[config.mk]
export PLATFORM = sky130hd
export DESIGN_NAME = sme_div
export DESIGN_NICKNAME = d
export VERILOG_FILES = /design/src/rtl/sme_pkg.sv /design/src/rtl/sme_div.sv
export SDC_FILE = /design/constraint.sdc
export NUM_CORES = 1
export LEC_CHECK = 0
export BUFFER_PORTS_ARGS = -buffer_cell sky130_fd_sc_hd__buf_2
export CAP_MARGIN = 20
export CORE_AREA = 3 3 122 124
export CTS_BUF_LIST = sky130_fd_sc_hd__clkbuf_16
export DETAILED_ROUTE_END_ITERATION = 8
export DIE_AREA = 0 0 125 127
export PLACE_DENSITY = 0.75
export SLEW_MARGIN = 20
export SYNTH_ARGS = -nofsm -noshare
export SYNTH_HDL_FRONTEND = slang
export SYNTH_SLANG_ARGS = --single-unit
[constraint.sdc]
create_clock -name clk -period 4.5 [get_ports clk]
set_input_delay 0.45 -clock clk [delete_from_list [all_inputs] [get_ports clk]]
set_output_delay 0.45 -clock clk [all_outputs]
set_load 0.02 [all_outputs]
[src/rtl/sme_pkg.sv]
package sme_pkg;

  // widths
  localparam int DATA_W    = 32;
  localparam int OP_W      = 7;
  localparam int ST_W      = 3;
  localparam int DEPTH_W   = 9;
  localparam int EN_W      = 8;
  localparam int S_TDATA_W = 40;
  localparam int M_TDATA_W = 48;

  localparam int STACK_DEPTH_DEF = 256;

  // opcodes
  localparam logic [OP_W-1:0] OP_PUSH = 7'd1;
  localparam logic [OP_W-1:0] OP_ADD  = 7'd2;
  localparam logic [OP_W-1:0] OP_SUB  = 7'd3;
  localparam logic [OP_W-1:0] OP_MUL  = 7'd4;
  localparam logic [OP_W-1:0] OP_DIV  = 7'd5;
  localparam logic [OP_W-1:0] OP_PEEK = 7'd6;
  localparam logic [OP_W-1:0] OP_HALT = 7'd7;
  localparam logic [OP_W-1:0] OP_SQR  = 7'd100;

  // enable bit positions in op_enable
  localparam int EN_PUSH   = 0;
  localparam int EN_ADD    = 1;
  localparam int EN_SUB    = 2;
  localparam int EN_MUL    = 3;
  localparam int EN_DIV    = 4;
  localparam int EN_PRINT  = 5;
  localparam int EN_HALT   = 6;
  localparam int EN_SQUARE = 7;

  // status codes
  localparam logic [ST_W-1:0] ST_OK    = 3'd0;
  localparam logic [ST_W-1:0] ST_OVER  = 3'd1;
  localparam logic [ST_W-1:0] ST_UNDER = 3'd2;
  localparam logic [ST_W-1:0] ST_DIVZ  = 3'd3;
  localparam logic [ST_W-1:0] ST_BADOP = 3'd4;
  localparam logic [ST_W-1:0] ST_STOP  = 3'd5;

  typedef enum logic [2:0] {
    S_IDLE,
    S_CHECK,
    S_ARITH,
    S_DIV,
    S_FIN
  } state_t;

  typedef enum logic [3:0] {
    K_BAD,
    K_PUSH,
    K_ADD,
    K_SUB,
    K_MUL,
    K_DIV,
    K_PRINT,
    K_HALT,
    K_SQUARE
  } kind_t;

  typedef struct packed {
    logic              start;
    logic [DATA_W-1:0] dividend;
    logic [DATA_W-1:0] divisor;
  } div_req_t;

  typedef struct packed {
    logic              done;
    logic [DATA_W-1:0] quotient;
  } div_rsp_t;

  // opcode to instruction kind; disabled or unknown opcodes give K_BAD
  function automatic kind_t op_decode(input logic [OP_W-1:0] op,
                                      input logic [EN_W-1:0] en);
    kind_t k;
    k = K_BAD;
    case (op)
      OP_PUSH: if (en[EN_PUSH])   k = K_PUSH;
      OP_ADD:  if (en[EN_ADD])    k = K_ADD;
      OP_SUB:  if (en[EN_SUB])    k = K_SUB;
      OP_MUL:  if (en[EN_MUL])    k = K_MUL;
      OP_DIV:  if (en[EN_DIV])    k = K_DIV;
      OP_PEEK: if (en[EN_PRINT])  k = K_PRINT;
      OP_HALT: if (en[EN_HALT])   k = K_HALT;
      OP_SQR:  if (en[EN_SQUARE]) k = K_SQUARE;
      default: k = K_BAD;
    endcase
    return k;
  endfunction

endpackage

[src/rtl/sme_div.sv]
// Radix-2 restoring divider, signed operands, quotient truncated toward zero.
// One quotient bit per cycle; done pulses as the last bit is registered.
module sme_div (
  input  logic              clk,
  input  logic              rst,
  input  sme_pkg::div_req_t req,
  output sme_pkg::div_rsp_t rsp
);

  localparam int W  = sme_pkg::DATA_W;
  localparam int CW = $clog2(W + 1);

  logic          run;
  logic          done;
  logic [CW-1:0] cnt;
  logic          neg;
  logic [W-1:0]  rem;
  logic [W-1:0]  quo;
  logic [W-1:0]  den;

  logic          a_neg;
  logic          b_neg;
  logic [W-1:0]  a_mag;
  logic [W-1:0]  b_mag;
  logic [W:0]    shifted;
  logic [W+1:0]  diff;

  // operand magnitudes
  assign a_neg = req.dividend[W-1];
  assign b_neg = req.divisor[W-1];
  assign a_mag = a_neg ? ('0 - req.dividend) : req.dividend;
  assign b_mag = b_neg ? ('0 - req.divisor) : req.divisor;

  // trial subtract
  assign shifted = {rem, quo[W-1]};
  assign diff    = {1'b0, shifted} - {2'b00, den};

  // sequencing
  always_ff @(posedge clk) begin
    if (rst) begin
      run  <= 1'b0;
      done <= 1'b0;
      cnt  <= '0;
    end else begin
      done <= 1'b0;
      if (req.start) begin
        run <= 1'b1;
        cnt <= CW'(W);
      end else if (run) begin
        cnt <= cnt - CW'(1);
        if (cnt == CW'(1)) begin
          run  <= 1'b0;
          done <= 1'b1;
        end
      end
    end
  end

  // datapath
  always_ff @(posedge clk) begin
    if (req.start) begin
      rem <= '0;
      quo <= a_mag;
      den <= b_mag;
      neg <= a_neg ^ b_neg;
    end else if (run) begin
      if (!diff[W+1]) begin
        rem <= diff[W-1:0];
        quo <= {quo[W-2:0], 1'b1};
      end else begin
        rem <= shifted[W-1:0];
        quo <= {quo[W-2:0], 1'b0};
      end
    end
  end

  assign rsp.done     = done;
  assign rsp.quotient = neg ? ('0 - quo) : quo;

endmodule

==> flow_metrics.env <==
export IMPL_seqPwrFrac_pct=40.6
export IMPL_synth_top_area_share_pct=25.8
export IMPL_critical_path_max_fanout=4
export IMPL_routed_wl_um=16200
export IMPL_synth_nets=959
export IMPL_cts_sinks=105
export IMPL_htree_num_levels=3
export IMPL_grt_max_degree=92
export IMPL_switching_share_pct=34.1
export IMPL_die_h_um=127
export IMPL_avgSynthCellArea_um2=8.84
export IMPL_ff_latch_area_um2=2750
export IMPL_clkLatencyLatePin_ps=350
export IMPL_final_common_cell="buf_2"
export IMPL_synth_top_flop_cell="edfxtp_1"
export IMPL_grt_pass1_vias=5982
export IMPL_required_ps=4050
export IMPL_power_switching_mw=1.03
export IMPL_root_buffer="clkbuf_16"
export IMPL_antenna_found_initial=0
export IMPL_arrival_ps=3600
export IMPL_ys_seq_area_share_pct=36.4
export IMPL_cpMostUsedCell="or3_1"
export IMPL_cts_repair_resized=0
export IMPL_fin_hold_ws_ps=297
export IMPL_drc_errors=0
export IMPL_cpPeakStageDelay_ps=470
export IMPL_avgRoutedWirePerCell_um=14.5
export IMPL_syn2layout_area_growth_pct=12.4
export IMPL_path_delay_family="simple AND/OR/NAND/NOR gates"
export IMPL_synth_enable_flop_cells=65
export IMPL_end_kind="output port"
export IMPL_fillers=1249
export IMPL_cts_buffers=9
export IMPL_row_count=43
export IMPL_vias=6336
export IMPL_async_flop_share_pct=0
export IMPL_ant_nets=0
export IMPL_cts_tree="built"
export IMPL_synth_area_leader_cell="edfxtp_1"
export IMPL_min_period_over_period_pct=90.1
export IMPL_cts_buffer_depth=2
export IMPL_ys_ff_latch=105
export IMPL_ys_warn_count=0
export IMPL_io_pin_count=100
export IMPL_p_int_mw=1.99
export IMPL_ir_drop_mv=0.306
export IMPL_gp_congestion=0.867
export IMPL_grt_overflow_total=0
export IMPL_clkTransAtPathRegs_ps=80
export IMPL_finalSetupViolCount=0
export IMPL_finalHoldViolCount=0
export IMPL_ys_top_cells_by_area="edfxtp_1 26%, dfxtp_1 11%, xnor2_1 9.7%"
export IMPL_chipWidth_um=125
export IMPL_layout_common_cells="98 x buf_2, 93 x nor2_1, 84 x xnor2_1, 65 x edfxtp_1, 61 x nand2_1"
export IMPL_setup_tns_final_ps=0
export IMPL_max_freq_mhz=247
export IMPL_drv_slew=0
export IMPL_grt_usage_pct=20.8
export IMPL_nets=1035
export IMPL_max_cap_violations=0
export IMPL_cts_hold_buf=0
export IMPL_port_buffers=99
export IMPL_path_class="register to output port"
export IMPL_first_iter_violations=445
export IMPL_slowest_stage="or4_1"
export IMPL_power_density_nw_per_um2=356
export IMPL_synth_area_um2=7550
export IMPL_antenna_cells=0
export IMPL_coreArea_um2=13900
export IMPL_tightestPinTransition_ps=919
export IMPL_finalCriticalPeriod_ps=4050
export IMPL_startpoint_type="register"
export IMPL_rsz0062_at_grt="no"
export IMPL_cp_num_buf_inv=1
export IMPL_grt_pass1_wl_um=27900
export IMPL_dieArea_um2=15900
export IMPL_path_cells="or3_1, or4_1, or3_1, or3_1, or4_1, o41ai_1, xnor2_1, buf_2"
export IMPL_outcome="complete, no violations"
export IMPL_power_frac_comb_pct=32.0
export IMPL_worstHoldPathType="input port to register"
export IMPL_relSlewSlack_pct=38.7
export IMPL_drt_pass1_iter_count=6
export IMPL_synth_cell_types=54
export IMPL_layout_drive_gt1_share_pct=14.3
export IMPL_via_per_inst=5.68
export IMPL_initial_utilization_pct=54.4
export IMPL_dp_hpwl_um=11900
export IMPL_clock_skew_ps=9.07
export IMPL_fin_util_pct=61.2
export IMPL_p_clk_share_pct=27.4
export IMPL_p_leak_nw=3.42
export IMPL_post_cts_repair_setup_buffers=0
export IMPL_syn_inst=854
export IMPL_multi_input_area_um2=4460
-- metal layers --
metal	vias to the layer above	track usage, %	wire length, um
met5	-	0	0
met4	0	5.93	215
met3	18	2.63	744
met1	2923	28.8	7790
met2	173	34.5	7470
li1	3222	-	-
-- final timing paths --
path / startpoint / to / slack (ps) / depth (start not counted)
worst max-delay path: quo[15]$_DFFE_PP_ / rsp[29] / 450 / 8
worst min-delay path: rst / run$_SDFF_PP0_ / 300 / 2
worst min register to register: cnt[1]$_SDFFE_PP0P_ / cnt[1]$_SDFFE_PP0P_ / 500 / 2
worst max register to register: quo[31]$_DFFE_PP_ / rem[24]$_SDFFE_PP0P_ / 1060 / 12
-- cell type report --
type | instances | share of cell area, %
inverter | 55 | 2.43
sequential | 105 | 32.4
clock inverter | 7 | 1.00
timing repair buffer | 104 | 6.31
multi-input combinational | 655 | 52.5
clock buffer | 9 | 2.65
tap | 180 | 2.65
-- state kept, by name, indices dropped and copies added (netlist names) --
register  count
den          32
neg           1
done          1
rem          32
quo          32
run           1
cnt           6
-- stage by stage --
step           power (mW)  setup WS, ps  cells  instance area, um^2
6_report             3.02           446   1115                 8490
5_1_grt              3.21           180   1115                 8490
4_1_cts              3.04           438   1115                 8490
3_5_place_dp         2.21           694   1099                 8180
3_3_place_gp         2.19           738   1099                 8180
2_1_floorplan        1.95           956    854                 7550
-- synth_stat cells, drive strengths merged, types with 16 or more instances --
library cell and count:
inv 55, mux2i 24, xor2 36, clkbuf 31, a211oi 28, ha 37, a21o 16, o21ai 50
xnor2 84, nor2 93, o31ai 27, nand2 61, or3 25, a21oi 57, edfxtp 65, dfxtp 40
-- power by group through the flow --
stage	clock, mW	combinational, mW	sequential, mW
global route	0.883	1.08	1.24
floorplan	0	0.734	1.21
CTS	0.844	0.969	1.22
global placement	0	0.942	1.24
finish	0.828	0.966	1.23
detailed placement	0	0.961	1.25
-- cells by family (layout without fill, tap and decap cells) --
group / after synthesis / in the layout / share of synthesized area [%]
and+or+nand+nor: 246 / 246 / 15.7
AOI/OAI and AO/OA: 225 / 225 / 19.3
xor gates and xnor gates: 120 / 120 / 13.9
DFF: 105 / 105 / 36.4
buffers and inverters: 94 / 175 / 4.77
adders and majority gates: 38 / 38 / 6.39
muxes: 26 / 26 / 3.48
No activity file was read; power rests on OpenSTA's default activity.
